### config.mk
export PLATFORM = sky130hd
export DESIGN_NAME = cascaded_angle_servo_loop_unit
export DESIGN_NICKNAME = d
export VERILOG_FILES = /design/src/hw/rtl/casl_pkg.sv /design/src/hw/rtl/cascaded_angle_servo_loop_unit.sv
export SDC_FILE = /design/constraint.sdc
export NUM_CORES = 2
export LEC_CHECK = 0
export BUFFER_PORTS_ARGS = -buffer_cell sky130_fd_sc_hd__buf_2
export CORE_UTILIZATION = 50
export DETAILED_ROUTE_END_ITERATION = 7
export PLACE_DENSITY = 0.78
export SYNTH_ARGS = -nofsm -noshare
export SYNTH_HDL_FRONTEND = slang
export SYNTH_SLANG_ARGS = --single-unit
### constraint.sdc
create_clock -name clock -period 15.5 [get_ports clock]
set_clock_uncertainty 0.05 [all_clocks]
set_input_delay 3.1 -clock clock [delete_from_list [all_inputs] [get_ports clock]]
set_output_delay 3.1 -clock clock [all_outputs]
set_load 0.02 [all_outputs]
### src/hw/rtl/casl_pkg.sv
// Package for the cascaded angle servo loop: sequencer states,
// multiplier phase codes, register indexes and saturation helpers. No dependencies.
package casl_pkg;

   // width of the wide sums formed around the shift-add multiplier
   localparam int SumW  = 52;
   // width of the shift-add product accumulator
   localparam int ProdW = 51;
   // gain bits, one consumed per multiplier cycle
   localparam int GainW = 16;

   localparam logic signed [31:0] CalVelCmd = -32'sd1310720;
   localparam logic signed [SumW-1:0] HalfDrvHi = 52'sd16384;
   localparam logic signed [SumW-1:0] HalfDrvLo = -52'sd16384;
   localparam logic signed [SumW-1:0] FullDrvHi = 52'sd32767;
   localparam logic signed [SumW-1:0] FullDrvLo = -52'sd32768;

   typedef enum logic [2:0] {
      RegLowerStop = 3'd0,
      RegUpperStop = 3'd1,
      RegRampUp    = 3'd2,
      RegRampDown  = 3'd3,
      RegPosGain   = 3'd4,
      RegFfGain    = 3'd5,
      RegLoopGain  = 3'd6,
      RegLeadTime  = 3'd7
   } reg_index_type;

   typedef enum logic [2:0] {
      S_IDLE,
      S_CAPT,
      S_RAMP,
      S_DIFF,
      S_MUL,
      S_POST,
      S_VERR,
      S_OUT
   } state_type;

   // which product the shared multiplier is forming
   typedef enum logic [1:0] {
      PH_FF,
      PH_PG,
      PH_LT,
      PH_LG
   } mphase_type;

   // saturate a wide signed sum to 32 bits signed
   function automatic logic signed [31:0] sat32(input logic signed [SumW-1:0] x);
      logic signed [31:0] r;
      if (x > 52'sh0_0000_7FFF_FFFF)
         r = 32'sh7FFF_FFFF;
      else if (x < -52'sh0_0000_8000_0000)
         r = -32'sh8000_0000;
      else
         r = x[31:0];
      return r;
   endfunction

endpackage

### src/hw/rtl/cascaded_angle_servo_loop_unit.sv
// Top level of the cascaded angle servo loop (position loop around a velocity PI loop).
// Uses casl_pkg for states, register indexes and saturation.
//
// channel   direction  words                     fields (low bit up)
// req_      in         one per servo tick        raw_angle, new_goal, goal_load, recalibrate
// rsp_      out        one per accepted req word drive, setpoint, at_goal, calibrating
// csr_      in/out     register write/read       eight loop settings at 4*index
//
// Each tick runs four products on one shift-add multiplier, one gain bit per cycle,
// plus sequencing states. While calibrating the position gain product is skipped.
// A new req word is taken once the previous result sits in the rsp register.
// The rsp register holds its word while rsp_tready is low; the next tick runs
// up to its final step meanwhile. Reset is synchronous and puts the loop in
// calibration with the loop state cleared and the registers at their defaults.
module cascaded_angle_servo_loop_unit
   import casl_pkg::*;
#(
   parameter int VEL_LOW     = -655360,
   parameter int VEL_HIGH    = 655360,
   parameter int INT_LOW     = -655360,
   parameter int INT_HIGH    = 655360,
   parameter int CALIB_TICKS = 50,
   parameter int GOAL_WINDOW = 65536
) (
   input  logic        clock,
   input  logic        reset,
   input  logic        req_tvalid,
   output logic        req_tready,
   // raw_angle[31:0], new_goal[63:32], goal_load[64], recalibrate[65], zero[71:66]
   input  logic [71:0] req_tdata,
   output logic        rsp_tvalid,
   input  logic        rsp_tready,
   // drive[15:0], setpoint[47:16], at_goal[48], calibrating[49], zero[55:50]
   output logic [55:0] rsp_tdata,
   input  logic        csr_psel,
   input  logic        csr_penable,
   input  logic        csr_pwrite,
   input  logic [4:0]  csr_paddr,
   input  logic [31:0] csr_pwdata,
   output logic [31:0] csr_prdata,
   output logic        csr_pready
);

   localparam logic signed [32:0] VelLo = 33'(VEL_LOW);
   localparam logic signed [32:0] VelHi = 33'(VEL_HIGH);
   localparam logic signed [33:0] IntLo = 34'(INT_LOW);
   localparam logic signed [33:0] IntHi = 34'(INT_HIGH);
   localparam logic [15:0] CalibTicks = 16'(CALIB_TICKS);
   localparam logic [33:0] GoalWin = 34'(GOAL_WINDOW);

   // configuration registers
   logic signed [31:0] lower_ff, upper_ff;
   logic [30:0] up_step_ff, down_step_ff;
   logic [15:0] pos_gain_ff, ff_gain_ff, loop_gain_ff, lead_ff;

   // loop state
   logic signed [31:0] offset_ff, offset_in, goal_ff, goal_in, ramp_ff, ramp_in;
   logic signed [31:0] prev_sp_ff, prev_sp_in, prev_ang_ff, prev_ang_in;
   logic signed [31:0] integ_ff, integ_in;
   logic [15:0] tick_ff, tick_in;
   logic cal_ff, cal_in;

   // captured word and working values
   logic signed [31:0] raw_ff, raw_in, new_goal_ff, new_goal_in;
   logic load_ff, load_in, recal_ff, recal_in;
   logic signed [31:0] angle_ff, angle_in, vel_ff, vel_in, vcmd_ff, vcmd_in;
   logic at_goal_ff, at_goal_in;
   logic signed [15:0] drive_ff, drive_in;

   // shift-add multiplier
   logic signed [ProdW-1:0] acc_ff, acc_in, mcand_ff, mcand_in;
   logic [GainW-1:0] mplier_ff, mplier_in;
   logic [3:0] cnt_ff, cnt_in;
   mphase_type phase_ff, phase_in;

   state_type state_ff, state_in;

   // result register
   logic rsp_valid_ff, rsp_valid_in;
   logic [55:0] rsp_data_ff, rsp_data_in;

   assign req_tready = (state_ff == S_IDLE);
   assign rsp_tvalid = rsp_valid_ff;
   assign rsp_tdata  = rsp_data_ff;
   assign csr_pready = 1'b1;

   // register file writes
   always_ff @(posedge clock) begin
      if (reset) begin
         lower_ff     <= '0;
         upper_ff     <= 32'sd6553600;
         up_step_ff   <= 31'd65536;
         down_step_ff <= 31'd65536;
         pos_gain_ff  <= 16'd256;
         ff_gain_ff   <= '0;
         loop_gain_ff <= 16'd256;
         lead_ff      <= 16'd256;
      end else if (csr_psel && csr_penable && csr_pwrite) begin
         unique case (reg_index_type'(csr_paddr[4:2]))
            RegLowerStop: lower_ff     <= csr_pwdata;
            RegUpperStop: upper_ff     <= csr_pwdata;
            RegRampUp:    up_step_ff   <= csr_pwdata[30:0];
            RegRampDown:  down_step_ff <= csr_pwdata[30:0];
            RegPosGain:   pos_gain_ff  <= csr_pwdata[15:0];
            RegFfGain:    ff_gain_ff   <= csr_pwdata[15:0];
            RegLoopGain:  loop_gain_ff <= csr_pwdata[15:0];
            RegLeadTime:  lead_ff      <= csr_pwdata[15:0];
         endcase
      end
   end

   // register reads
   always_comb begin
      unique case (reg_index_type'(csr_paddr[4:2]))
         RegLowerStop: csr_prdata = lower_ff;
         RegUpperStop: csr_prdata = upper_ff;
         RegRampUp:    csr_prdata = {1'b0, up_step_ff};
         RegRampDown:  csr_prdata = {1'b0, down_step_ff};
         RegPosGain:   csr_prdata = {16'd0, pos_gain_ff};
         RegFfGain:    csr_prdata = {16'd0, ff_gain_ff};
         RegLoopGain:  csr_prdata = {16'd0, loop_gain_ff};
         RegLeadTime:  csr_prdata = {16'd0, lead_ff};
      endcase
   end

   // control and state registers
   always_ff @(posedge clock) begin
      if (reset) begin
         state_ff     <= S_IDLE;
         rsp_valid_ff <= 1'b0;
         offset_ff    <= '0;
         goal_ff      <= '0;
         ramp_ff      <= '0;
         prev_sp_ff   <= '0;
         prev_ang_ff  <= '0;
         integ_ff     <= '0;
         tick_ff      <= '0;
         cal_ff       <= 1'b1;
         phase_ff     <= PH_FF;
         cnt_ff       <= '0;
      end else begin
         state_ff     <= state_in;
         rsp_valid_ff <= rsp_valid_in;
         offset_ff    <= offset_in;
         goal_ff      <= goal_in;
         ramp_ff      <= ramp_in;
         prev_sp_ff   <= prev_sp_in;
         prev_ang_ff  <= prev_ang_in;
         integ_ff     <= integ_in;
         tick_ff      <= tick_in;
         cal_ff       <= cal_in;
         phase_ff     <= phase_in;
         cnt_ff       <= cnt_in;
      end
   end

   // payload registers
   always_ff @(posedge clock) begin
      raw_ff      <= raw_in;
      new_goal_ff <= new_goal_in;
      load_ff     <= load_in;
      recal_ff    <= recal_in;
      angle_ff    <= angle_in;
      vel_ff      <= vel_in;
      vcmd_ff     <= vcmd_in;
      at_goal_ff  <= at_goal_in;
      drive_ff    <= drive_in;
      acc_ff      <= acc_in;
      mcand_ff    <= mcand_in;
      mplier_ff   <= mplier_in;
      rsp_data_ff <= rsp_data_in;
   end

   // sequencer
   always_comb begin
      logic signed [31:0] goal_v, angle_v;
      logic [15:0] tick_v;
      logic cal_v;
      logic signed [32:0] d33, step33, up33, dn33;
      logic signed [SumW-1:0] s52, acc52;
      logic signed [33:0] i34, g34, verr_v;
      logic [33:0] abs34;

      state_in     = state_ff;
      rsp_valid_in = rsp_valid_ff;
      rsp_data_in  = rsp_data_ff;
      offset_in    = offset_ff;
      goal_in      = goal_ff;
      ramp_in      = ramp_ff;
      prev_sp_in   = prev_sp_ff;
      prev_ang_in  = prev_ang_ff;
      integ_in     = integ_ff;
      tick_in      = tick_ff;
      cal_in       = cal_ff;
      raw_in       = raw_ff;
      new_goal_in  = new_goal_ff;
      load_in      = load_ff;
      recal_in     = recal_ff;
      angle_in     = angle_ff;
      vel_in       = vel_ff;
      vcmd_in      = vcmd_ff;
      at_goal_in   = at_goal_ff;
      drive_in     = drive_ff;
      acc_in       = acc_ff;
      mcand_in     = mcand_ff;
      mplier_in    = mplier_ff;
      cnt_in       = cnt_ff;
      phase_in     = phase_ff;
      goal_v  = goal_ff;
      angle_v = angle_ff;
      tick_v  = tick_ff;
      cal_v   = cal_ff;
      d33     = '0;
      step33  = '0;
      up33    = $signed({2'b00, up_step_ff});
      dn33    = -$signed({2'b00, down_step_ff});
      acc52   = {acc_ff[ProdW-1], acc_ff};
      s52     = '0;
      i34     = '0;
      g34     = '0;
      verr_v  = '0;
      abs34   = '0;

      if (rsp_valid_ff && rsp_tready)
         rsp_valid_in = 1'b0;

      unique case (state_ff)
         S_IDLE: begin
            if (req_tvalid) begin
               raw_in      = req_tdata[31:0];
               new_goal_in = req_tdata[63:32];
               load_in     = req_tdata[64];
               recal_in    = req_tdata[65];
               state_in    = S_CAPT;
            end
         end

         // goal load, recalibrate, angle, stop clamp and calibration end
         S_CAPT: begin
            if (load_ff)
               goal_v = new_goal_ff;
            if (recal_ff && !cal_ff) begin
               cal_v  = 1'b1;
               tick_v = '0;
            end
            angle_v = raw_ff - offset_ff;
            if (goal_v > upper_ff)
               goal_v = upper_ff;
            if (goal_v < lower_ff)
               goal_v = lower_ff;
            if (cal_v && (tick_v > CalibTicks) && (angle_v == prev_ang_ff)) begin
               cal_v       = 1'b0;
               offset_in   = raw_ff;
               angle_v     = '0;
               goal_v      = '0;
               ramp_in     = '0;
               prev_sp_in  = '0;
               prev_ang_in = '0;
               integ_in    = '0;
            end
            if (tick_v != 16'hFFFF)
               tick_v = tick_v + 16'd1;
            goal_in  = goal_v;
            angle_in = angle_v;
            tick_in  = tick_v;
            cal_in   = cal_v;
            state_in = S_RAMP;
         end

         // rate-limited setpoint step and clamped velocity
         S_RAMP: begin
            d33 = {goal_ff[31], goal_ff} - {ramp_ff[31], ramp_ff};
            step33 = d33;
            if (step33 > up33)
               step33 = up33;
            if (step33 < dn33)
               step33 = dn33;
            ramp_in = ramp_ff + step33[31:0];
            d33 = {angle_ff[31], angle_ff} - {prev_ang_ff[31], prev_ang_ff};
            if (d33 > VelHi)
               d33 = VelHi;
            if (d33 < VelLo)
               d33 = VelLo;
            vel_in   = d33[31:0];
            state_in = S_DIFF;
         end

         // setpoint rate into the multiplier for feedforward
         S_DIFF: begin
            d33       = {ramp_ff[31], ramp_ff} - {prev_sp_ff[31], prev_sp_ff};
            mcand_in  = ProdW'(d33);
            mplier_in = ff_gain_ff;
            acc_in    = '0;
            cnt_in    = '0;
            phase_in  = PH_FF;
            state_in  = S_MUL;
         end

         // one gain bit per cycle
         S_MUL: begin
            if (mplier_ff[0])
               acc_in = acc_ff + mcand_ff;
            mcand_in  = mcand_ff <<< 1;
            mplier_in = mplier_ff >> 1;
            cnt_in    = cnt_ff + 4'd1;
            if (cnt_ff == 4'd15)
               state_in = S_POST;
         end

         S_POST: begin
            unique case (phase_ff)
               // position error, then the position gain product (the calibration velocity command while calibrating)
               PH_FF: begin
                  s52 = SumW'(ramp_ff) + (acc52 >>> 8) - SumW'(angle_ff);
                  if (cal_ff) begin
                     vcmd_in  = CalVelCmd;
                     state_in = S_VERR;
                  end else begin
                     mcand_in  = ProdW'(sat32(s52));
                     mplier_in = pos_gain_ff;
                     acc_in    = '0;
                     cnt_in    = '0;
                     phase_in  = PH_PG;
                     state_in  = S_MUL;
                  end
               end
               PH_PG: begin
                  vcmd_in  = sat32(acc52 >>> 8);
                  state_in = S_VERR;
               end
               // inner command, then the drive scale product
               PH_LT: begin
                  s52       = (acc52 >>> 8) + SumW'(integ_ff);
                  mcand_in  = ProdW'(sat32(s52));
                  mplier_in = loop_gain_ff;
                  acc_in    = '0;
                  cnt_in    = '0;
                  phase_in  = PH_LG;
                  state_in  = S_MUL;
               end
               // drive saturation and end of tick
               PH_LG: begin
                  s52 = acc52 >>> 9;
                  if (cal_ff) begin
                     if (s52 > HalfDrvHi)
                        s52 = HalfDrvHi;
                     if (s52 < HalfDrvLo)
                        s52 = HalfDrvLo;
                  end else begin
                     if (s52 > FullDrvHi)
                        s52 = FullDrvHi;
                     if (s52 < FullDrvLo)
                        s52 = FullDrvLo;
                  end
                  drive_in    = s52[15:0];
                  prev_ang_in = angle_ff;
                  prev_sp_in  = ramp_ff;
                  state_in    = S_OUT;
               end
            endcase
         end

         // velocity error, integrator and goal window, then the lead time product
         S_VERR: begin
            verr_v = 34'(vcmd_ff) - 34'(vel_ff);
            i34 = verr_v + 34'(integ_ff);
            if (i34 > IntHi)
               i34 = IntHi;
            if (i34 < IntLo)
               i34 = IntLo;
            integ_in = i34[31:0];
            g34   = 34'(goal_ff) - 34'(angle_ff);
            abs34 = g34[33] ? unsigned'(-g34) : unsigned'(g34);
            at_goal_in = !cal_ff && (abs34 <= GoalWin);
            mcand_in  = ProdW'(verr_v);
            mplier_in = lead_ff;
            acc_in    = '0;
            cnt_in    = '0;
            phase_in  = PH_LT;
            state_in  = S_MUL;
         end

         // hand the word to the output register once it is free
         S_OUT: begin
            if (!rsp_valid_ff || rsp_tready) begin
               rsp_valid_in = 1'b1;
               rsp_data_in  = {6'd0, cal_ff, at_goal_ff, ramp_ff, drive_ff};
               state_in     = S_IDLE;
            end
         end
      endcase
   end

endmodule
* Word level (Yosys, flattened, before mapping)
Cells that the tools add are included.
** Storage, ports and cells
- Logic and storage cells :: 214
- Bits of input ports :: 116
- Output and inout port bits :: 91
- Register bits :: 756
** Cells by class
- Eq/ne operators :: 29
- Add/sub/neg operators :: 16
- Reduce and logical (&&, ||, !) cells :: 42
- Magnitude comparators :: 20
- Muxes and demuxes :: 74
** Operators by type and width (count)
- 32-bit two-way mux :: 19
- 52-bit two-way mux :: 8
- 32-bit case mux with 2 select lines :: 5
- 32-bit case mux with 8 select lines :: 1
- 51-bit case mux with 2 select lines :: 2
- 51-bit case mux with 4 select lines :: 1
- 32-bit by 32-bit subtractor with 33-bit output :: 5
- 51-bit two-way mux :: 3
- 51-bit case mux with 3 select lines :: 1
- 33-bit two-way mux :: 4
- 16-bit two-way mux :: 7
- 34-bit two-way mux :: 3
- 42-bit by 16-bit > comparator with 1-bit output (second input constant) :: 2
- 16-bit case mux with 4 select lines :: 1
- 52-bit by 15-bit < comparator with 1-bit output (second input constant) :: 1
- 52-bit by 16-bit < comparator with 1-bit output (second input constant) :: 1
- 51-bit adder :: 1
- 45-bit by 32-bit > comparator with 1-bit output (second input constant) :: 1
- 45-bit by 32-bit < comparator with 1-bit output (second input constant) :: 1
- 44-bit by 32-bit subtractor with 45-bit output :: 1
- 32-bit by 43-bit adder with 44-bit output :: 1
- 43-bit by 32-bit adder with 44-bit output :: 1
- 44-bit by 32-bit > comparator with 1-bit output (second input constant) :: 1
- 44-bit by 32-bit < comparator with 1-bit output (second input constant) :: 1
- other kinds (53) :: 109

* Longest topological paths before layout
- Depth in word-level cells :: 9
- Gate-level depth with buffers :: 61
- Mapped depth without buffers :: 57

* Worst setup path after synthesis
Ideal clock, no wire load.
- Path kind :: register to register
- Start point :: register ramp_ff[1]
- End point :: register ramp_ff[31]
- Setup time :: 82 ps
- Cell stages (with the launch flop) :: 55
- Data arrival time :: 10951 ps
- Period minus slack after synthesis :: 11083 ps
- Slack :: 4417 ps
- Required time :: 15368 ps
- Cell sequence :: dfxtp_1 -> inv_1 -> fa_1 -> a211oi_1 -> nor2_1 -> o41ai_1 -> o211ai_1 -> a31o_2 -> a21o_1 -> a21o_1 -> a21o_1 -> a21o_1 -> a21oi_1 -> xnor2_1 -> ha_1 -> a21oi_1 -> o21ai_0 -> a211oi_1 -> (+19 left out) -> a211oi_1 -> a21o_1 -> buf_2 -> buf_2 -> mux2i_1 -> ha_1 -> a21o_1 -> a21o_1 -> a2111o_1 -> a21oi_1 -> o31ai_1 -> nand2_1 -> a21oi_1 -> a41o_1 -> a31oi_1 -> o21ai_0 -> or4_1 -> o2111ai_1
** Between the ends
- Cells in the longest elaborated chain, start to end :: 9
** Ends and longest elaborated chain
- from (decl) :: line cascaded_angle_servo_loop_unit.sv:57 : logic signed [31:0] offset_ff, offset_in, goal_ff, goal_in, ramp_ff, ramp_in;
- from (signal assigned) :: line cascaded_angle_servo_loop_unit.sv:146 : ramp_ff <= ramp_in;
- 32-bit by 32-bit subtractor with 33-bit output :: line cascaded_angle_servo_loop_unit.sv:272 : d33 = {goal_ff[31], goal_ff} - {ramp_ff[31], ramp_ff};
- 33-bit by 32-bit > comparator with 1-bit output :: line cascaded_angle_servo_loop_unit.sv:274 : if (step33 > up33)
- 33-bit two-way mux :: line cascaded_angle_servo_loop_unit.sv:274
- 33-bit two-way mux :: line cascaded_angle_servo_loop_unit.sv:227 : unique case (state_ff)
- 33-bit < comparator :: line cascaded_angle_servo_loop_unit.sv:276 : if (step33 < dn33)
- 32-bit two-way mux :: line cascaded_angle_servo_loop_unit.sv:276
- 32-bit two-way mux :: line cascaded_angle_servo_loop_unit.sv:227
- 32-bit adder (*) :: line cascaded_angle_servo_loop_unit.sv:278 : ramp_in = ramp_ff + step33[31:0];
- 32-bit case mux with 2 select lines (*) :: line cascaded_angle_servo_loop_unit.sv:227
Mark *: on every way between the ends. The rest lies on a longest branch, timed or not. The select of a mux whose other input is x is not followed.
A chain may end at the register's enable or synchronous reset.

* Final worst setup path
- Start point :: register ramp_ff[0]
- End point :: register ramp_ff[28]
Same word-level chain as after synthesis.

==> impl_metrics.csv <==
group,metric,value,unit
synth,synth_edf_count,347,
synth,yosys.cell_types.count,112,
power,comb_power_share,63.8,%
die,core,0.1168,sq mm
synth,ys_seq_area_share,31.40,%
flow_run,cap_violations,0,
cts,cts_buffers,87,
global_route,grt_pass1_vias,50590,
route,remaining_drc_errors,0,
critical_path,end_kind,"flop",
power,power.internal,0.006977,W
synth,yosys_warnings,0,
cts,clockBufferDepth,3,
critical_path,cp-start-kind,"flop",
die,die_width,346.2,um
global_route,antenna_found_initial,8,
cts,cts_resized,0,
placed_design,io_buffers,191,
power,seq_power_share,20.0,%
final_layout,finalInstanceArea,0.06453,sq mm
die,initial_core_util,50.72,%
final_layout,nNetsFinal,7893,
route,via_count,54860,
timing,period_share,89.90,%
power,max-vdd-ir-drop,0.0002730,V
global_route,grtUsageTotal,31.92,%
timing,rsz0062_at_grt,"false",
cts,post-cts-setup-buffers,0,
synth,synth_top_flop_cell,"dfxtp_1",
timing,hold_viol_final,0,
critical_path,critical_path.startpoint,"ramp_ff[0]",
synth,async_flop_share,0,%
placed_design,gp_congestion,1.003,
final_layout,final_core_util,55.24,%
final_layout,synthToLayoutAreaGrowth,8.913,%
route,avgRoutedWirePerCell,22.46,um
final_layout,final_cells,8791,
timing,setup_tns,0,ns
power,powerDensity,204.0,mW/mm^2
route,drtIter0Drc,6295,
cts,h-tree-depth,3,
synth,synthCells,7140,
route,viasPerCell,6.241,
global_route,grt_max_degree,92,
timing,period_minus_slack,13.93,ns
critical_path,cp.arrival,14.40,ns
critical_path,regToRegSetupSlack,1.57,ns
critical_path,crit_end,"ramp_ff[28]",
die,die_y,346.2,um
placed_design,dp_cells,8629,
cts,postCtsHoldBufs,0,
power,p_sw_share,46.99,%
synth,avgSynthCellArea,8.299,sq um
synth,ys_ff_latch,756,
die,io_pins,207,
power,p_switching,0.006185,W
critical_path,crit_path_max_fanout,37,
critical_path,cpMaxStageDelayCell,"a21o_1",
final_layout,drive_gt1_share,8.052,%
critical_path,rr_startpoint,"ramp_ff[0]",
cts,cts_num_sinks,756,
timing,relSlewSlack,7.972,%
cts,worstSkewPairLatency,0.70,ns
global_route,gr-total-overflow,0,
critical_path,critPathMaxStageDelay,0.68,ns
die,dieArea,0.1199,sq mm
power,clkPwrFrac,16.2,%
route,detail-route-antenna-nets,0,
route,firstDrtPassIters,8,
cts,clk_pin_slew,0.06,ns
critical_path,worst-r2r-cell-count,55,
critical_path,cp.required,15.97,ns
power,cellLeakagePower,27.50,nW
placed_design,dp_hpwl,151700,um
cts,clockRootBuffer,"clkbuf_16",
die,rows,125,
timing,setup_viol,0,
placed_design,place_area,0.06160,sq mm
critical_path,worstSetupPathType,"flop to flop",
route,wl,197500,um
synth,netlist_area,0.05925,sq mm
hold_path,hold_class,"flop to flop",
cts,cts_tree,"built",
run_status,status,"finished, final reports clean",
timing,drv_slew,0,
global_route,grt_first_pass_wirelength,299200,um
critical_path,worstReg2RegEnd,"ramp_ff[28]",
timing,tightest_slew,1.369,ns
timing,fmax,71.76,MHz
## logic make-up after synthesis
kind of cell / Yosys count / share of synthesized area [%]
adders and majority gates: 583 / 12.98
AOI/OAI and AO/OA: 2005 / 21.51
muxes: 231 / 4.568
and+or+nand+nor: 2289 / 17.92
xor gates and xnor gates: 385 / 5.820
buffers and inverters: 889 / 5.786
other: 2 / 0.01267
DFF: 756 / 31.40
## power by group through the flow
stage / registers (W) / clock network [W] / logic, W
floorplan: 0.00251 / 0 / 0.00629
global placement: 0.00265 / 0 / 0.00809
detailed placement: 0.00266 / 0 / 0.00819
CTS: 0.00262 / 0.00214 / 0.00825
global route: 0.00263 / 0.00222 / 0.00926
finish: 0.00263 / 0.00213 / 0.00840
## state kept, by name, indices dropped and copies added, names as in the netlist, 31 cells and up
| register | cells |
|---|---|
| up_step_ff | 31 |
| lower_ff | 32 |
| ramp_ff | 32 |
| vcmd_ff | 32 |
| new_goal_ff | 32 |
| down_step_ff | 31 |
| mcand_ff | 51 |
| upper_ff | 32 |
| vel_ff | 32 |
| raw_ff | 32 |
| prev_sp_ff | 32 |
| rsp_tdata | 50 |
| angle_ff | 32 |
| goal_ff | 32 |
| prev_ang_ff | 32 |
| integ_ff | 32 |
| offset_ff | 32 |
| acc_ff | 51 |
## worst min-delay path by stage
| stage | from | depth (start not counted) | slack, ns | endpoint |
|---|---|---|---|---|
| after floorplan | drive_ff[0] | 0 | 0.35 | rsp_tdata[0] |
| after global placement | drive_ff[7] | 0 | 0.35 | rsp_tdata[7] |
| after detailed placement | drive_ff[10] | 0 | 0.35 | rsp_tdata[10] |
| after CTS | drive_ff[7] | 0 | 0.35 | rsp_tdata[7] |
| after global routing | drive_ff[7] | 0 | 0.36 | rsp_tdata[7] |
| final | drive_ff[7] | 0 | 0.34 | rsp_tdata[7] |
## critical path: cells and delay by family (launching register included)
kind,cells,cell delay (ns)
buf+inv,4,0.85
flops,1,0.55
simple gates,9,1.58
fa+ha+maj,6,1.93
compound gates,34,8.45
xor+xnor,2,0.32
## cell type report
cell class              instances  area (sq um)
fillers                     10600         52300
multi-input cells            5500         37360
flip-flops and latches        756         18610
clock buffers                 120          2527
inverters                     582          2185
well taps                    1524          1907
repair buffers                267          1536
clock inverters                40         400.4
diodes                          2         5.005
## layer usage
metal | global-route usage (%) | share of wire (%) | vias to the layer above | routed length [um]
li1 | - | - | 25620 | -
met1 | 44.30 | 42 | 25910 | 82040
met2 | 48.60 | 43 | 2876 | 84550
met3 | 5.925 | 11 | 450 | 21770
met4 | 13.13 | 4.6 | 4 | 9067
met5 | 0 | 0.011 | - | 21
## metrics by stage
stage	hold WS, ns	total power [W]	setup WS (ns)
floorplan	0.3503	0.008798	4.417
global placement	0.3526	0.01075	2.027
detailed placement	0.3545	0.01085	1.886
CTS	0.3461	0.01301	1.860
global route	0.3569	0.01411	0.2815
finish	0.3397	0.01316	1.566
## cell usage after synthesis (64+ instances only)
cell type	count	area share (%)
nand2_1	913	5.8
a21oi_1	789	6.7
inv_1	580	3.7
ha_1	530	11
nor2_1	509	3.2
dfxtp_1	409	14
edfxtp_1	347	18
a21o_1	256	3.2
clkbuf_1	238	1.5
o21ai_0	237	2.0
xnor2_1	227	3.4
nand3_1	198	1.7
mux2i_1	159	2.7
xor2_1	152	2.2
nor3_1	110	0.93
nor2b_1	87	0.92
nand4_1	81	0.86
nand2b_1	73	0.77
o21a_1	73	0.92
and3_1	64	0.68
## layout by cell type (no fill, tap or decap), types with 53 or more instances in the layout
cell type,n
nand3_1,198
nor3_1,107
a21o_1,256
nor2_1,505
a211oi_1,60
fa_1,53
and3_1,64
o21ai_0,237
o21a_1,72
buf_2,190
nand2b_1,72
ha_1,530
xor2_1,152
nor2b_1,85
nand4_1,81
a31oi_1,59
dfxtp_1,408
xnor2_1,226
inv_1,579
mux2i_1,159
o21ai_1,61
o21bai_1,55
edfxtp_1,347
buf_4,76
a21oi_1,789
clkbuf_16,92
nand2_1,912
(Power assumes the default switching activity.)
